==> src/descriptor_table_allocator_macros.svh <==
// Assertion macros for the descriptor table allocator.
// Depends on nothing; included by the modules that carry assertions.
`ifndef DESCRIPTOR_TABLE_ALLOCATOR_MACROS_SVH
`define DESCRIPTOR_TABLE_ALLOCATOR_MACROS_SVH

// Same-cycle implication, disabled while reset is held
`define DTA_ASSERT_IMP(lbl, ante, cons, msg) \
    lbl: assert property (@(posedge aclk) disable iff (!aresetn) (ante) |-> (cons)) \
        else $error(msg);

// Next-cycle implication, disabled while reset is held
`define DTA_ASSERT_NXT(lbl, ante, cons, msg) \
    lbl: assert property (@(posedge aclk) disable iff (!aresetn) (ante) |=> (cons)) \
        else $error(msg);

`endif

==> src/dta_pkg.sv <==
// Shared types and constants for the descriptor table allocator.
// No dependencies; imported by every module of the block but dta_ram.
`timescale 1ns / 1ps

package dta_pkg;

    // Bitmap word geometry
    localparam int WORD_BITS = 64;
    localparam int BIT_W     = 6;

    // Fixed field widths of the ports
    localparam int FD_W       = 10;
    localparam int HANDLE_W   = 16;
    localparam int TOTAL_W    = 11;
    localparam int OP_W       = 3;
    localparam int STATUS_W   = 2;

    // Reset value of the lowest usable descriptor and of the search hint
    localparam logic [FD_W-1:0] LOW_FD_RESET = 10'd3;

    typedef enum logic [OP_W-1:0] {
        OP_ALLOC  = 3'd0,
        OP_CLOSE  = 3'd1,
        OP_DUP    = 3'd2,
        OP_DUP2   = 3'd3,
        OP_GET    = 3'd4,
        OP_ISOPEN = 3'd5
    } op_t;

    typedef enum logic [STATUS_W-1:0] {
        ST_OK    = 2'd0,
        ST_BADF  = 2'd1,
        ST_FULL  = 2'd2,
        ST_INVAL = 2'd3
    } status_t;

    typedef enum logic [2:0] {
        S_IDLE,
        S_RD_FD,
        S_CHK_FD,
        S_RD_TGT,
        S_INST_TGT,
        S_SCAN_START,
        S_SCAN,
        S_DONE
    } state_t;

    // Answer of the free-bit search over one bitmap word
    typedef struct packed {
        logic             found;
        logic [BIT_W-1:0] idx;
    } find_res_t;

endpackage

==> src/dta_find.sv <==
// Lowest-free-bit search over one 64-bit bitmap word, bounded below by a
// descriptor and above by the table size. Depends on dta_pkg.
`timescale 1ns / 1ps

module dta_find
    import dta_pkg::*;
#(
    parameter int DESCRIPTORS = 1024
) (
    input  logic [WORD_BITS-1:0] used_word,
    input  logic [(((DESCRIPTORS + WORD_BITS - 1) / WORD_BITS) > 1 ?
                   $clog2((DESCRIPTORS + WORD_BITS - 1) / WORD_BITS) : 1)-1:0] row,
    input  logic [(((DESCRIPTORS + WORD_BITS - 1) / WORD_BITS) > 1 ?
                   $clog2((DESCRIPTORS + WORD_BITS - 1) / WORD_BITS) : 1)-1:0] lb_row,
    input  logic [BIT_W-1:0]     lb_bit,
    output find_res_t            res
);

    localparam int WORDS     = (DESCRIPTORS + WORD_BITS - 1) / WORD_BITS;
    localparam int WORD_W    = (WORDS > 1) ? $clog2(WORDS) : 1;
    localparam int TAIL_BITS = DESCRIPTORS - (WORDS - 1) * WORD_BITS;
    localparam logic [WORD_W-1:0]    LAST_ROW  = WORD_W'(WORDS - 1);
    localparam logic [WORD_BITS-1:0] ONE_BIT   = WORD_BITS'(1);
    localparam logic [WORD_BITS-1:0] TAIL_MASK = (TAIL_BITS == WORD_BITS) ? '1 :
                                                 ((ONE_BIT << TAIL_BITS) - ONE_BIT);

    logic [WORD_BITS-1:0] free;
    logic [WORD_BITS-1:0] lowest;
    logic [BIT_W-1:0]     idx;

    // Mask the free bits to the searched range
    always_comb begin
        free = ~used_word;
        if (row < lb_row) begin
            free = '0;
        end else if (row == lb_row) begin
            free = free & ({WORD_BITS{1'b1}} << lb_bit);
        end
        if (row == LAST_ROW) begin
            free = free & TAIL_MASK;
        end
    end

    // Isolate the lowest free bit and encode its position
    assign lowest = free & (~free + ONE_BIT);

    always_comb begin
        idx = '0;
        for (int j = 0; j < WORD_BITS; j++) begin
            if (lowest[j]) begin
                idx = idx | BIT_W'(j);
            end
        end
    end

    assign res.found = |free;
    assign res.idx   = idx;

endmodule

==> config.mk <==
export PLATFORM = sky130hd
export DESIGN_NAME = dta_find
export DESIGN_NICKNAME = d
export VERILOG_FILES = /design/src/descriptor_table_allocator_macros.svh /design/src/dta_pkg.sv /design/src/dta_find.sv
export SDC_FILE = /design/constraint.sdc
export NUM_CORES = 1
export LEC_CHECK = 0
export ABC_AREA = 1
export BUFFER_PORTS_ARGS = -buffer_cell sky130_fd_sc_hd__buf_4
export CORE_MARGIN = 4
export CORE_UTILIZATION = 45
export DETAILED_ROUTE_END_ITERATION = 6
export PLACE_DENSITY = 0.69
export REMOVE_ABC_BUFFERS = 1
export SYNTH_ARGS = -nofsm -noshare
export SYNTH_HDL_FRONTEND = slang
export SYNTH_SLANG_ARGS = --single-unit
==> constraint.sdc <==
create_clock -name vclk -period 1.9
set_input_delay 0.095 -clock vclk [all_inputs]
set_output_delay 0.095 -clock vclk [all_outputs]
set_load 0.01 [all_outputs]
### Word-level counts from Yosys, hierarchy flattened

Cells that the tools add are included.

| storage, ports and cells | value |
|---|---|
| flip-flop bits (word level) | 0 |

| operators by class | value |
|---|---|
| shifts and indexed selects | 1 |
| $lt $le $gt $ge | 1 |
| equality and inequality tests | 1 |
| bitwise gates (word level) | 4 |
| add/sub/neg operators | 1 |
| reduce and logical (&&, ||, !) cells | 1 |
| mux-type cells | 66 |

Operators by type and width:

| cell | count |
|---|---|
| two-way mux 6 bit | 32 |
| two-way mux 64 bit | 3 |
| AND 64 bit | 2 |
| NOT 64 bit | 2 |
| two-way mux 5 bit | 16 |
| adder 64 x 1 -> 64 bit, second input constant | 1 |
| OR reduction 64 bit | 1 |
| << shifter 64 x 6 -> 64 bit, first input constant | 1 |
| two-way mux 4 bit | 8 |
| two-way mux 3 bit | 4 |
| equality test 4 bit | 1 |
| < comparator 4 bit | 1 |
| two-way mux 2 bit | 2 |
| two-way mux 1 bit | 1 |

### Logic depth before layout (Yosys ltp)

| depth | value |
|---|---|
| word-level depth | 71 |
| mapped depth | 22 |
| mapped depth without buffers | 20 |

### Worst setup path after synthesis

Ideal clock, no wire load.

| path | value |
|---|---|
| path type | input -> output |
| start point | input lb_row[3] in the netlist's numbering |
| end point | output res[3] in the netlist's numbering |
| arrival | 2.040 ns |
| stages | 19 |
| path slack | -0.235 ns |
| cells stage by stage | inv_1 -> ha_1 -> nand2_2 -> inv_2 -> nand2_2 -> nand2_2 -> buf_6 -> buf_6 -> nand3_1 -> nand2_1 -> nor2_1 -> nand2_1 -> nor2_1 -> nand3_2 -> nor2_2 -> nor2_1 -> nand3_2 -> inv_2 -> nand3_1 |

RTL lines:

| item | RTL line | text |
|---|---|---|
| start, declared | dta_find.sv:14 | `$clog2((DESCRIPTORS + WORD_BITS - 1) / WORD_BITS) : 1)-1:0] lb_row,` |
| end, declared | dta_find.sv:16 | `output find_res_t res` |

==> flow_summary.json <==
{
  "cts_hold_buf": 0,
  "comb_power_share_pct": 100.0,
  "syn_to_final_growth_pct": 89.2,
  "grt_usage_pct": 41.6,
  "max_freq_ghz": 0.319,
  "final_util_pct": 87.6,
  "relSlewSlack_pct": 73.4,
  "switchingPower_mw": 2.06,
  "wl_per_cell_um": 21.1,
  "rows": 36,
  "overflow": 0,
  "clkPwrFrac_pct": 0,
  "critPathRequiredTime_ns": 1.80,
  "seqCellArea_um2": 0,
  "vias_per_cell": 6.24,
  "worstHoldPathType": "primary input to output port",
  "clock_buffers": 0,
  "critPathMaxFanout": 5,
  "synthDistinctLibCells": 32,
  "setup_tns_ns": -7.93,
  "ios": 85,
  "grt_antenna_before_repair": 0,
  "vias": 9014,
  "detail-route-antenna-nets": 0,
  "synth_area_mm2": 0.00455,
  "synthTopCellsByArea": "nand2_1, nor2_1, nand3_1",
  "p_int_mw": 1.43,
  "globalplace.congestion": 1.07,
  "grt_pass1_wl_um": 38700,
  "worst_slew_pin_slew_ns": 0.398,
  "status": "finished, violations left",
  "die_h_um": 109,
  "drv_slew": 0,
  "io_buffers": 85,
  "dp_cells": 1400,
  "seq_area_frac_synth_pct": 0,
  "critPathKind": "primary input to output port",
  "min_from": "used_word[62]",
  "holdWs_ns": 0.919,
  "start_kind": "primary input",
  "seq_power_share_pct": 0,
  "whs_endpoint": "res[6]",
  "final_cell_mix": "buf_4, nand2_1, nor2_1",
  "hold_viol": 0,
  "die_area_mm2": 0.0118,
  "dp_hpwl_um": 19100,
  "maxCapViolCount": 0,
  "fin_crit_sh_pct": 165,
  "finalCriticalPeriod_ns": 3.13,
  "drtIter0Drc": 1627,
  "grt_max_degree": 18,
  "crit_path_end_kind": "output port",
  "drive_gt1_share_pct": 51.2,
  "syn_area_per_cell_um2": 4.58,
  "violations": "DRC, setup timing",
  "setup_ws_ns": -1.23,
  "grt_pass1_vias": 7773,
  "final_common_cell": "buf_4",
  "total_power_mw": 3.49,
  "powerDensity_mw_per_mm2": 406,
  "core_mm2": 0.00982,
  "whs_path_depth": 7,
  "antenna_cells": 0,
  "dr.pass1.iters": 7,
  "die_w_um": 109,
  "yosysTopAreaCell": "nand2_1",
  "drt_wl_total_um": 30500,
  "start_util_pct": 46.3,
  "rsz0062_at_grt": "true",
  "syn_inst": 992,
  "nFlopsAndLatches": 0,
  "nets": 1396,
  "setup_viol": 7,
  "max-vdd-ir-drop_mv": 0.334,
  "ys_warn_count": 0,
  "worst_ep_arrival_time_ns": 3.04,
  "switching_share_pct": 59.0,
  "drc": 171,
  "fin_cells": 1445,
  "nFillCells": 559,
  "synth_top_area_share_pct": 23.9,
  "p_leak_nw": 4.50
}
## area by class of cell
type                       count  area, µm²  area share [%]
multi-input combinational    828       5130            59.7
timing repair buffer         341       2750            32.0
inverter                     143        552            6.41
tap                          133        166            1.93
## metal layers
metal  up-vias  wire, µm  GRT usage, %
met5         -         0             0
met4         0      3450          24.1
met3       388      4110          6.63
met2       967     13000          70.0
met1      3899      9920          49.9
li1       3760         -             -
## per-stage QoR
step           setup slack (ns)  instance area (µm²)
2_1_floorplan            -0.941                 4360
3_3_place_gp             -0.979                 6830
3_5_place_dp             -0.995                 6830
4_1_cts                  -0.730                 7740
5_1_grt                   -1.49                 8600
6_report                  -1.23                 8600
## power by group through the flow
stage	logic [mW]	registers, mW	clock network [mW]
after floorplan	1.16	0	0
after global placement	2.39	0	0
after detailed placement	2.41	0	0
after CTS	2.81	0	0
after global routing	3.66	0	0
final	3.49	0	0
## critical path, stage by stage
cell	delay, ns
buf_6	0.08
inv_4	0.03
ha_4	0.26
nand2_4	0.06
nor2_4	0.16
buf_4	0.17
buf_4	0.15
nand3_1	0.18
nand2_2	0.16
nor2_2	0.09
nor2_1	0.26
nand2_1	0.19
nor2_2	0.20
nand2_1	0.14
nor2_4	0.18
nand3b_1	0.16
nand2_2	0.11
inv_1	0.04
nand2_1	0.05
nor2_1	0.04
nand3_1	0.08
buf_4	0.12
## worst max-delay path by stage
stage / startpoint / to / cells after the start
4_1_cts: lb_row[2] / res[5] / 23
5_1_grt: lb_row[3] / res[5] / 23
2_1_floorplan: lb_row[3] / res[3] / 18
3_3_place_gp: row[1] / res[3] / 21
6_report: lb_row[2] / res[5] / 22
3_5_place_dp: row[3] / res[3] / 19
## what timing repair did
item	CTS	global route
pin swaps	53	73
buffers inserted	13	28
setup endpoints to repair	7	7
gates resized for setup	197	163
cloned	3	1
## synthesized netlist by cell type
master	count
a21o_1	3
a21oi_1	23
a21oi_2	2
and2_0	1
buf_2	9
buf_4	2
buf_6	8
buf_8	2
clkbuf_1	1
ha_1	4
inv_1	131
inv_2	12
nand2_1	289
nand2_2	20
nand2_4	2
nand3_1	125
nand3_2	10
nand3b_1	13
nand3b_2	3
nand4_1	19
nand4_2	2
nor2_1	229
nor2_2	28
nor2_4	11
nor3_1	16
nor3b_1	1
o21ai_0	6
o21ai_1	16
or2_0	1
or2_1	1
or2_2	1
or3_1	1
## logic make-up (layout without fill, tap and decap cells)
kind of cell	Yosys count	count (layout)	synth area share, %
AOI/OAI and AO/OA	50	50	5.83
adders and majority gates	4	4	1.10
buffers and inverters	165	484	15.9
and+or+nand+nor	773	774	77.2
No activity file was read; power rests on OpenSTA's default activity.
